<file path="src/rtl/lrs_pkg.sv">
// shared types, constants and sigmoid table for the logistic regression scorer
package lrs_pkg;

  localparam int MODEL_SIZE  = 256;
  localparam int STORE_DEPTH = 256;
  localparam int IDX_W       = $clog2(STORE_DEPTH);
  localparam int VAL_W       = 16;
  localparam int PROD_W      = 2 * VAL_W;
  localparam int SUM_W       = 48;
  localparam int SCORE_W     = 32;
  localparam int PROB_W      = 16;
  localparam int FRAC_BITS   = 20;
  localparam int FRAC_W      = FRAC_BITS;
  localparam int SEG_W       = 3;
  localparam int DF_W        = PROB_W + FRAC_W;

  localparam int QUEUE_DEPTH = 4;
  localparam int QPTR_W      = $clog2(QUEUE_DEPTH);
  localparam int QCNT_W      = $clog2(QUEUE_DEPTH + 1);

  localparam logic CMD_WRITE   = 1'b0;
  localparam logic CMD_FEATURE = 1'b1;

  localparam logic [SUM_W-1:0]   SUM_MAX   = {1'b0, {(SUM_W-1){1'b1}}};
  localparam logic [SUM_W-1:0]   SUM_MIN   = {1'b1, {(SUM_W-1){1'b0}}};
  localparam logic [SCORE_W-1:0] SCORE_MAX = {1'b0, {(SCORE_W-1){1'b1}}};
  localparam logic [SCORE_W-1:0] SCORE_MIN = {1'b1, {(SCORE_W-1){1'b0}}};
  localparam logic [PROB_W:0]    PROB_ONE  = {1'b1, {PROB_W{1'b0}}};
  localparam logic [PROB_W-1:0]  PROB_HALF = {1'b1, {(PROB_W-1){1'b0}}};

  typedef struct packed {
    logic                    command;
    logic [IDX_W-1:0]        index;
    logic signed [VAL_W-1:0] value;
    logic                    last;
  } item_t;

  typedef struct packed {
    logic [PROB_W-1:0]         probability;
    logic signed [SCORE_W-1:0] score;
  } result_t;

  // classified request as it sits in the queue
  typedef struct packed {
    logic                    wr;
    logic                    acc;
    logic                    emit;
    logic [IDX_W-1:0]        index;
    logic signed [VAL_W-1:0] value;
  } op_t;

  // sigmoid at the integers 0..8, unsigned q0.16
  function automatic logic [PROB_W-1:0] sig_point(input logic [SEG_W:0] k);
    logic [PROB_W-1:0] p;
    case (k)
      4'd0:    p = 16'd32768;
      4'd1:    p = 16'd47911;
      4'd2:    p = 16'd57724;
      4'd3:    p = 16'd62428;
      4'd4:    p = 16'd64357;
      4'd5:    p = 16'd65097;
      4'd6:    p = 16'd65374;
      4'd7:    p = 16'd65476;
      default: p = 16'd65514;
    endcase
    return p;
  endfunction

endpackage

</file>
<file path="src/rtl/lrs_queue.sv">
// short fifo of classified requests between front and back
module lrs_queue (
  input  logic          clk,
  input  logic          rst,
  input  logic          push,
  input  lrs_pkg::op_t  push_op,
  output logic          full,
  input  logic          pop,
  output logic          valid,
  output lrs_pkg::op_t  head
);

  lrs_pkg::op_t                 slots [lrs_pkg::QUEUE_DEPTH];
  logic [lrs_pkg::QPTR_W-1:0]   wr_ptr;
  logic [lrs_pkg::QPTR_W-1:0]   rd_ptr;
  logic [lrs_pkg::QCNT_W-1:0]   count;

  assign full  = count == lrs_pkg::QCNT_W'(lrs_pkg::QUEUE_DEPTH);
  assign valid = count != '0;
  assign head  = slots[rd_ptr];

  always_ff @(posedge clk) begin
    if (rst) begin
      wr_ptr <= '0;
      rd_ptr <= '0;
      count  <= '0;
    end else begin
      if (push) begin
        wr_ptr <= (wr_ptr == lrs_pkg::QPTR_W'(lrs_pkg::QUEUE_DEPTH - 1)) ? '0 : wr_ptr + 1'b1;
      end
      if (pop) begin
        rd_ptr <= (rd_ptr == lrs_pkg::QPTR_W'(lrs_pkg::QUEUE_DEPTH - 1)) ? '0 : rd_ptr + 1'b1;
      end
      if (push && !pop) begin
        count <= count + 1'b1;
      end else if (pop && !push) begin
        count <= count - 1'b1;
      end
    end
  end

  always_ff @(posedge clk) begin
    if (push) begin
      slots[wr_ptr] <= push_op;
    end
  end

endmodule

</file>
<file path="config.mk">
export PLATFORM = sky130hd
export DESIGN_NAME = lrs_queue
export DESIGN_NICKNAME = d
export VERILOG_FILES = /design/src/rtl/lrs_pkg.sv /design/src/rtl/lrs_queue.sv
export SDC_FILE = /design/constraint.sdc
export NUM_CORES = 1
export LEC_CHECK = 0
export ABC_AREA = 1
export BUFFER_PORTS_ARGS = -buffer_cell sky130_fd_sc_hd__buf_2
export CORE_UTILIZATION = 45
export CTS_CLUSTER_DIAMETER = 100
export DETAILED_ROUTE_END_ITERATION = 16
export MAX_ROUTING_LAYER = met4
export PLACE_DENSITY = 0.73
export SLEW_MARGIN = 25
export SYNTH_ARGS = -nofsm -noshare
export SYNTH_HDL_FRONTEND = slang
export SYNTH_SLANG_ARGS = --single-unit
export TNS_END_PERCENT = 10
</file>
<file path="constraint.sdc">
create_clock -name clk -period 2.1 [get_ports clk]
set_clock_uncertainty 0.15 [all_clocks]
set_input_delay 0.42 -clock clk [delete_from_list [all_inputs] [get_ports clk]]
set_output_delay 0.42 -clock clk [all_outputs]
set_load 0.1 [all_outputs]
</file>
# --- Word level (Yosys, flattened, before mapping) ---
# Memories as Yosys holds them, arrays and structs flattened. A register that Yosys moved wholly into a read port is not among the register bits.
# Cells that the tools add are included.
word_totals:
  mem_bits_ro: 0
  regBits: 7
  elab_cells: 25
  ram_bits: 108
  latchBits: 0
  out_inout_bits: 29
  inputBits: 31
  n_memories: 1
classes:
  muxes: 8
  n_eq_ne: 3
  n_bitwise: 0
  magnitude_cmp: 0
  n_div: 0
  add_sub_neg: 4
  n_reduce_logical: 6
  shifts: 0
  n_mul: 0
mem_list:
  columns: ["name", "words", "width", "read_ports", "rd_clocked_by_memory_dff", "write_ports", "line_no", "source"]
  rows:
  - ["slots", 4, 27, 1, 1, 1, "lrs_queue.sv:13", "lrs_pkg::op_t slots [lrs_pkg::QUEUE_DEPTH];"]
op_table:
  columns: ["operator", "n"]
  rows:
  - ["2-to-1 mux 2 bit", 4]
  - ["2-to-1 mux 3 bit", 2]
  - ["adder 2 x 1 -> 2 bit, second input constant", 2]
  - ["== test 2 bit, second input constant", 2]
  - ["adder 3 x 1 -> 3 bit, second input constant", 1]
  - ["== test 3 bit, second input constant", 1]
  - ["nonzero test 3 bit", 1]
  - ["subtractor 3 x 1 -> 3 bit, second input constant", 1]
  - ["logical AND 1 bit", 2]
  - ["zero test 1 bit", 2]
  - ["2-to-1 mux 1 bit", 2]
  - ["nonzero test 2 bit", 1]

# --- Depth between registers and ports, before layout ---
# Gate-level depths: netlist of the first run.
depth:
  word_depth: 4
  depth_mapped: 10
  mapped_depth_nobuf: 10

# --- Worst setup path after synthesis of the first run ---
# Ideal clock, no wire load.
synth_timing:
  path_kind: "register -> output"
  start: "register count[0] (netlist name)"
  end: "output full"
  arrival_ns: 2.418
  setup_slack_ns: -0.888
  n_path_buf: 0
  path_stages_with_launch: 2
  required_time_ns: 1.530
  cell_sequence: "dfxtp_1 nor3_1"
synth_via:
  elab_chain_len: 1
synth_rtl:
  columns: ["item", "line_no", "source"]
  rows:
  - ["from (decl)", "lrs_queue.sv:16", "logic [lrs_pkg::QCNT_W-1:0] count;"]
  - ["from (signal assigned)", "lrs_queue.sv:35", "count <= count + 1'b1;"]
  - ["from (signal assigned)", "lrs_queue.sv:37", "count <= count - 1'b1;"]
  - ["== test 3 bit", "lrs_queue.sv:18", "assign full = count == lrs_pkg::QCNT_W'(lrs_pkg::QUEUE_DEPTH);"]
  - ["to (decl)", "lrs_queue.sv:7", "output logic full,"]
# Every way passes these cells.

==> results.sh, run 1 <==
export IMPL_gp_congestion=0.7052
export IMPL_rsz0062_at_grt="yes"
export IMPL_cp_slowest_cell="dfxtp_4"
export IMPL_final_core_util_pct=69.60
export IMPL_peakVddDrop_mv=0.6667
export IMPL_report_final_slew_viol_count=0
export IMPL_grt_first_pass_wirelength_um=15370
export IMPL_whs_path_depth=3
export IMPL_chipWidth_um=102.1
export IMPL_worstSetupPathType="flip-flop to output port"
export IMPL_overflow=0
export IMPL_finalSetupViolations=27
export IMPL_worstMarginPinSlew_ps=302.5
export IMPL_pin_count=60
export IMPL_synth_seq_cells=117
export IMPL_hold_violations=0
export IMPL_fin_crit_ps=2311
export IMPL_ys_warn_count=0
export IMPL_hp_class="input pin to flip-flop"
export IMPL_p_int_mw=5.259
export IMPL_critical_path_depth=5
export IMPL_placedCellCount=512
export IMPL_power_frac_clock_pct=40.5
export IMPL_power_frac_comb_pct=22.4
export IMPL_crit_arrival_ps=1740
export IMPL_seq_power_share_pct=37.1
export IMPL_fp_dieArea_sq_um=10430
export IMPL_clockBufferDepth=2
export IMPL_fmax_mhz=432.7
export IMPL_io_buffers=59
export IMPL_path_cells="buf_12, inv_16, nor2_1, o22ai_2, buf_12"
export IMPL_cp_end_kind="output port"
export IMPL_root_buffer="clkbuf_8"
export IMPL_drc=0
export IMPL_powerDensity_nw_per_um2=1078
export IMPL_htreeDepth=4
export IMPL_timing_final_crit_share_pct=110.0
export IMPL_wl_per_cell_um=17.54
export IMPL_netlist_area_leader_share_pct=71.86
export IMPL_slowest_delay_ps=400
export IMPL_antennaDiodeCount=0
export IMPL_vias=3013
export IMPL_swShare_pct=27.98
export IMPL_final_cells=581
export IMPL_layout_drive_gt1_share_pct=37.72
export IMPL_critPathLaunchType="flip-flop"
export IMPL_nets=474
export IMPL_max_slew_margin_pct=79.94
export IMPL_critPathRequiredTime_ps=1530
export IMPL_setup_ws_ps=-211.0
export IMPL_synth_cell_types=21
export IMPL_cts_buffers=17
export IMPL_syn_num_nets=359
export IMPL_fin_area_sq_um=6771
export IMPL_area_delta_synth_final_pct=50.04
export IMPL_dp_hpwl_um=5247
export IMPL_wirelength_um=10190
export IMPL_drv_cap=0
export IMPL_antenna_left=0
export IMPL_synth_area_leader_cell="edfxtp_1"
export IMPL_grt_pass1_vias=3027
export IMPL_dieHeight_um=102.1
export IMPL_cp_top_family="buffers and inverters"
export IMPL_synthCells=321
export IMPL_cts_tree="built"
export IMPL_crit_buf_inv=3
export IMPL_yosys_top_cells_area="edfxtp_1 72%, nor2_1 5.2%, dfxtp_1 4.0%"
export IMPL_cp_max_fo=27
export IMPL_worstRegToRegCells=4
export IMPL_via_per_inst=5.186
export IMPL_start_util_pct=46.39
export IMPL_leakagePower_nw=2.563
export IMPL_p_switching_mw=2.043
export IMPL_run_status="finished, violations left"
export IMPL_placed_area_sq_um=5358
export IMPL_yosysSeqAreaShare_pct=75.85
export IMPL_total_power_mw=7.302
export IMPL_grtUsageTotal_pct=21.65
export IMPL_cts_reportedPaths_clkPinSlew_ps=50
export IMPL_grt_max_degree=28
export IMPL_core_area_sq_um=9729
export IMPL_antenna_found_initial=0
export IMPL_syn_area_sq_um=4513
export IMPL_syn_avg_cell_area_sq_um=14.06
export IMPL_violations="negative setup slack"
export IMPL_cp_common_cell="buf_12"
export IMPL_drt_initial_drc_count=192
export IMPL_clk_latency_ps=510
export IMPL_drt_pre_antenna_iters=4
export IMPL_rows=36
export IMPL_cts_sinks=117
synthesized netlist by cell type:
cell      number
buf_2          4
o22ai_1       27
fa_1           1
o21ai_1       23
ha_1           6
o21ai_0       34
nand2_1        9
inv_8          1
dfxtp_1        9
buf_6         10
clkinv_4       1
clkbuf_4       1
buf_4          1
nor3_1         3
nor2_1        63
nand3_1        1
inv_1         14
nand4_1        1
edfxtp_1     108
a21oi_1        3
xor2_1         1
layout by cell type (no fill, tap or decap), drive strengths merged:
cell,n
a21oi,3
buf,77
bufinv,5
clkbuf,24
clkinv,7
dfxtp,9
dlygate4sd3,28
edfxtp,108
fa,1
ha,6
inv,18
nand2,9
nand3,1
nand4,1
nor2,63
nor3,3
o21ai,57
o22ai,27
xor2,1
routing by layer:
layer	GRT usage [%]	vias to the layer above	wire, um
met5	-	-	0
met1	25.38	1486	4358
li1	-	1415	-
met3	6.293	7	468
met2	35.83	105	5285
met4	7.253	0	80
registers in the layout, indices dropped and copies added (netlist names), named ones only:
name,cells
count,3
rd_ptr,2
slots,108
wr_ptr,2
cell type report:
type | count | area (sq um)
flip-flops and latches | 117 | 3428
repair inverters | 3 | 51.30
multi-input cells | 172 | 1160
clock inverters | 11 | 182.7
well taps | 133 | 166.4
inverters | 16 | 88.84
fillers | 640 | 2958
clock buffers | 20 | 425.4
repair buffers | 109 | 1269
worst min-delay path: cells and delay by family:
family	cells	cell delay, ps
AND/OR/NAND/NOR	1	120
AO/OA/AOI/OAI	1	80
buffers and inverters	1	90
power groups by stage:
stage	logic, mW	clock network [mW]	registers [mW]
3_5_place_dp	1.41	0	2.74
3_3_place_gp	1.40	0	2.74
2_1_floorplan	0.924	0	2.74
5_1_grt	1.70	3.09	2.72
4_1_cts	1.63	2.98	2.70
6_report	1.64	2.96	2.71
stage by stage:
stage	setup TNS (ps)	hold WS [ps]	worst slack, ps
after floorplan	-16320	339.7	-643.5
after global placement	0	354.4	217.5
after detailed placement	0	397.5	190.8
after CTS	-4811	77.05	-204.1
after global routing	-6401	96.90	-272.2
final	-4509	99.31	-211.0
path summary, 6_finish.rpt:
path              from  slack [ps]      endpoint
max          flip-flop        -210      head[13]
min                pop         100     rd_ptr[1]
max reg2reg  wr_ptr[0]         590  slots[3][17]
min reg2reg  rd_ptr[1]         400     flip-flop
kinds of logic (layout without fill, tap and decap cells):
logic type                 Yosys count  in the layout  synth area share, %
AOI/OAI and AO/OA                   87             87                10.40
xor gates and xnor gates             1              1               0.1941
adders and majority gates            7              7                2.107
buffers and inverters               32            159                4.880
DFF                                117            117                75.85
and+or+nand+nor                     77             77                6.570
what timing repair did:
item,CTS,global route
pin swaps,11,4
setup endpoints to repair,27,29
cloned,5,0
hold buffers,28,0
setup buffers,5,0
resized for setup,71,25
endpoints found under the hold margin,112,0
No activity file was read; power rests on OpenSTA's default activity.
==> run 2: changes to the inputs <==
Settings changed: MAX_ROUTING_LAYER met4 to default, PLACE_DENSITY 0.73 to default.
==> results.sh, run 2 (synthesis results as in run 1) <==
export IMPL_overflow=0
export IMPL_reg_largest_list="slots x108, count x3"
export IMPL_area_delta_synth_final_pct=50.68
export IMPL_cts_sinks=117
export IMPL_via_per_inst=5.175
export IMPL_drc=0
export IMPL_cp_common_cell="buf_12"
export IMPL_core_area_sq_um=9729
export IMPL_clk_latency_ps=510
export IMPL_layout_drive_gt1_share_pct=35.90
export IMPL_layout_common_cells="108 x edfxtp_1, 60 x nor2_1, 33 x buf_12, 30 x buf_2"
export IMPL_powerDensity_nw_per_um2=1043
export IMPL_drt_pre_antenna_iters=4
export IMPL_chipWidth_um=102.1
export IMPL_tns_ps=-4836
export IMPL_cts_buffers=17
export IMPL_hold_violations=0
export IMPL_cts_reportedPaths_clkPinSlew_ps=60
export IMPL_cp_max_fo=7
export IMPL_dieHeight_um=102.1
export IMPL_start_util_pct=46.39
export IMPL_final_cells=587
export IMPL_drt_initial_drc_count=170
export IMPL_layout_commonest_cell="edfxtp_1"
export IMPL_pre_cts_slack_ps=172.8
export IMPL_r2r_slack_ps=510
export IMPL_peakVddDrop_mv=0.5566
export IMPL_final_core_util_pct=69.89
export IMPL_crit_arrival_ps=1750
export IMPL_clockBufferDepth=2
export IMPL_max_slew_margin_pct=78.03
export IMPL_finalSetupViolations=27
export IMPL_fillers=646
export IMPL_antenna_left=0
export IMPL_multi_input_area_sq_um=1124
export IMPL_nets=479
export IMPL_dp_hpwl_um=5096
export IMPL_drv_cap=0
export IMPL_violations="negative setup slack"
export IMPL_leakagePower_nw=2.577
export IMPL_io_buffers=59
export IMPL_worstSetupPathType="flip-flop to output port"
export IMPL_grtUsageTotal_pct=19.56
export IMPL_antenna_found_initial=0
export IMPL_slowest_delay_ps=390
export IMPL_htreeDepth=4
export IMPL_power_frac_clock_pct=38.3
export IMPL_wl_per_cell_um=17.92
export IMPL_cp_slowest_cell="dfxtp_4"
export IMPL_fin_crit_ps=2323
export IMPL_critPathLaunchType="flip-flop"
export IMPL_critPathRequiredTime_ps=1530
export IMPL_placedCellCount=510
export IMPL_report_final_slew_viol_count=0
export IMPL_pin_count=60
export IMPL_top_register="slots"
export IMPL_rsz0062_at_grt="yes"
export IMPL_timing_final_crit_share_pct=110.6
export IMPL_gp_congestion=0.6723
export IMPL_p_int_mw=5.038
export IMPL_path_cells="buf_12, inv_16, buf_6, nor2_1, o22ai_2, buf_12"
export IMPL_worstMarginPinSlew_ps=326.1
export IMPL_rows=36
export IMPL_antennaDiodeCount=0
export IMPL_swShare_pct=28.96
export IMPL_run_status="finished, violations left"
export IMPL_grt_pass1_vias=2889
export IMPL_power_frac_comb_pct=23.5
export IMPL_setup_ws_ps=-222.9
export IMPL_p_switching_mw=2.053
export IMPL_grt_first_pass_wirelength_um=14490
export IMPL_seq_area_sq_um=3431
export IMPL_cp_end_kind="output port"
export IMPL_fmax_mhz=430.5
export IMPL_largest_reg_flops=108
export IMPL_root_buffer="clkbuf_8"
export IMPL_hp_class="input pin to flip-flop"
export IMPL_cts_tree="built"
export IMPL_wirelength_um=10520
export IMPL_seq_power_share_pct=38.2
export IMPL_cp_top_family="buffers and inverters"
export IMPL_fp_dieArea_sq_um=10430
export IMPL_vias=3038
export IMPL_crit_buf_inv=4
export IMPL_grt_max_degree=29
[run 2: cell types whose count changed in the layout (fill, tap and decap cells not counted), moves of 3 or more]
cell,previous run,this run
nor2_2,9,2
nor2_1,54,60
buf_12,28,33
o21ai_0,25,28
o21ai_2,14,11
[run 2: what timing repair did]
| item | in CTS | in global routing |
|---|---|---|
| gates resized for setup | 37 | 37 |
| buffers inserted | 5 | 3 |
| hold buffers | 28 | 0 |
| endpoints found under the setup margin | 27 | 29 |
| gates cloned | 3 | 6 |
| pin swaps | 6 | 21 |
| endpoints found under the hold margin | 111 | 0 |
[run 2: final cells by class]
class	instances	share of cell area (%)
Sequential cell	117	50.45
Timing Repair Buffer	115	20.53
Multi-Input combinational cell	172	16.52
Clock buffer	19	6.201
Tap cell	133	2.447
Clock inverter	13	2.042
Inverter	16	1.509
Timing Repair inverter	2	0.2944
[run 2: final timing paths]
kind / cells past startpoint / to / start
worst max-delay path: 6 / head[8] / flip-flop
worst max register to register: 5 / slots[0][2] / wr_ptr[0]
worst min-delay path: 3 / rd_ptr[1] / pop
worst min register to register: 3 / count[2] / count[2]
[run 2: power groups by stage]
stage	sequential [mW]	combinational [mW]	clock [mW]
global placement	2.74	1.41	0
global route	2.72	1.73	2.88
floorplan	2.74	0.924	0
finish	2.71	1.67	2.72
detailed placement	2.75	1.42	0
CTS	2.70	1.57	2.74
[run 2: worst min-delay path, delay by kind of cell]
| family | cells | cell delay [ps] |
|---|---|---|
| compound gates | 1 | 70 |
| buf+inv | 1 | 80 |
| simple gates | 1 | 110 |
[run 2: layer usage]
| metal | part of all wire, % | global-route usage (%) | routed length (um) |
|---|---|---|---|
| met4 | 1.2 | 7.692 | 130 |
| met3 | 5.7 | 5.951 | 602 |
| met2 | 50 | 32.16 | 5274 |
| met1 | 43 | 24.34 | 4509 |
| met5 | 0 | 0 | 0 |
[run 2: per-stage QoR]
step                      area, sq um  power [mW]  hold slack (ps)
after detailed placement         5380       4.164            377.5
final                            6800       7.091            67.57
after global routing             6800       7.327            90.64
after CTS                        6521       7.005            53.49
after global placement           5380       4.152            365.3
after floorplan                  4524       3.659            339.7
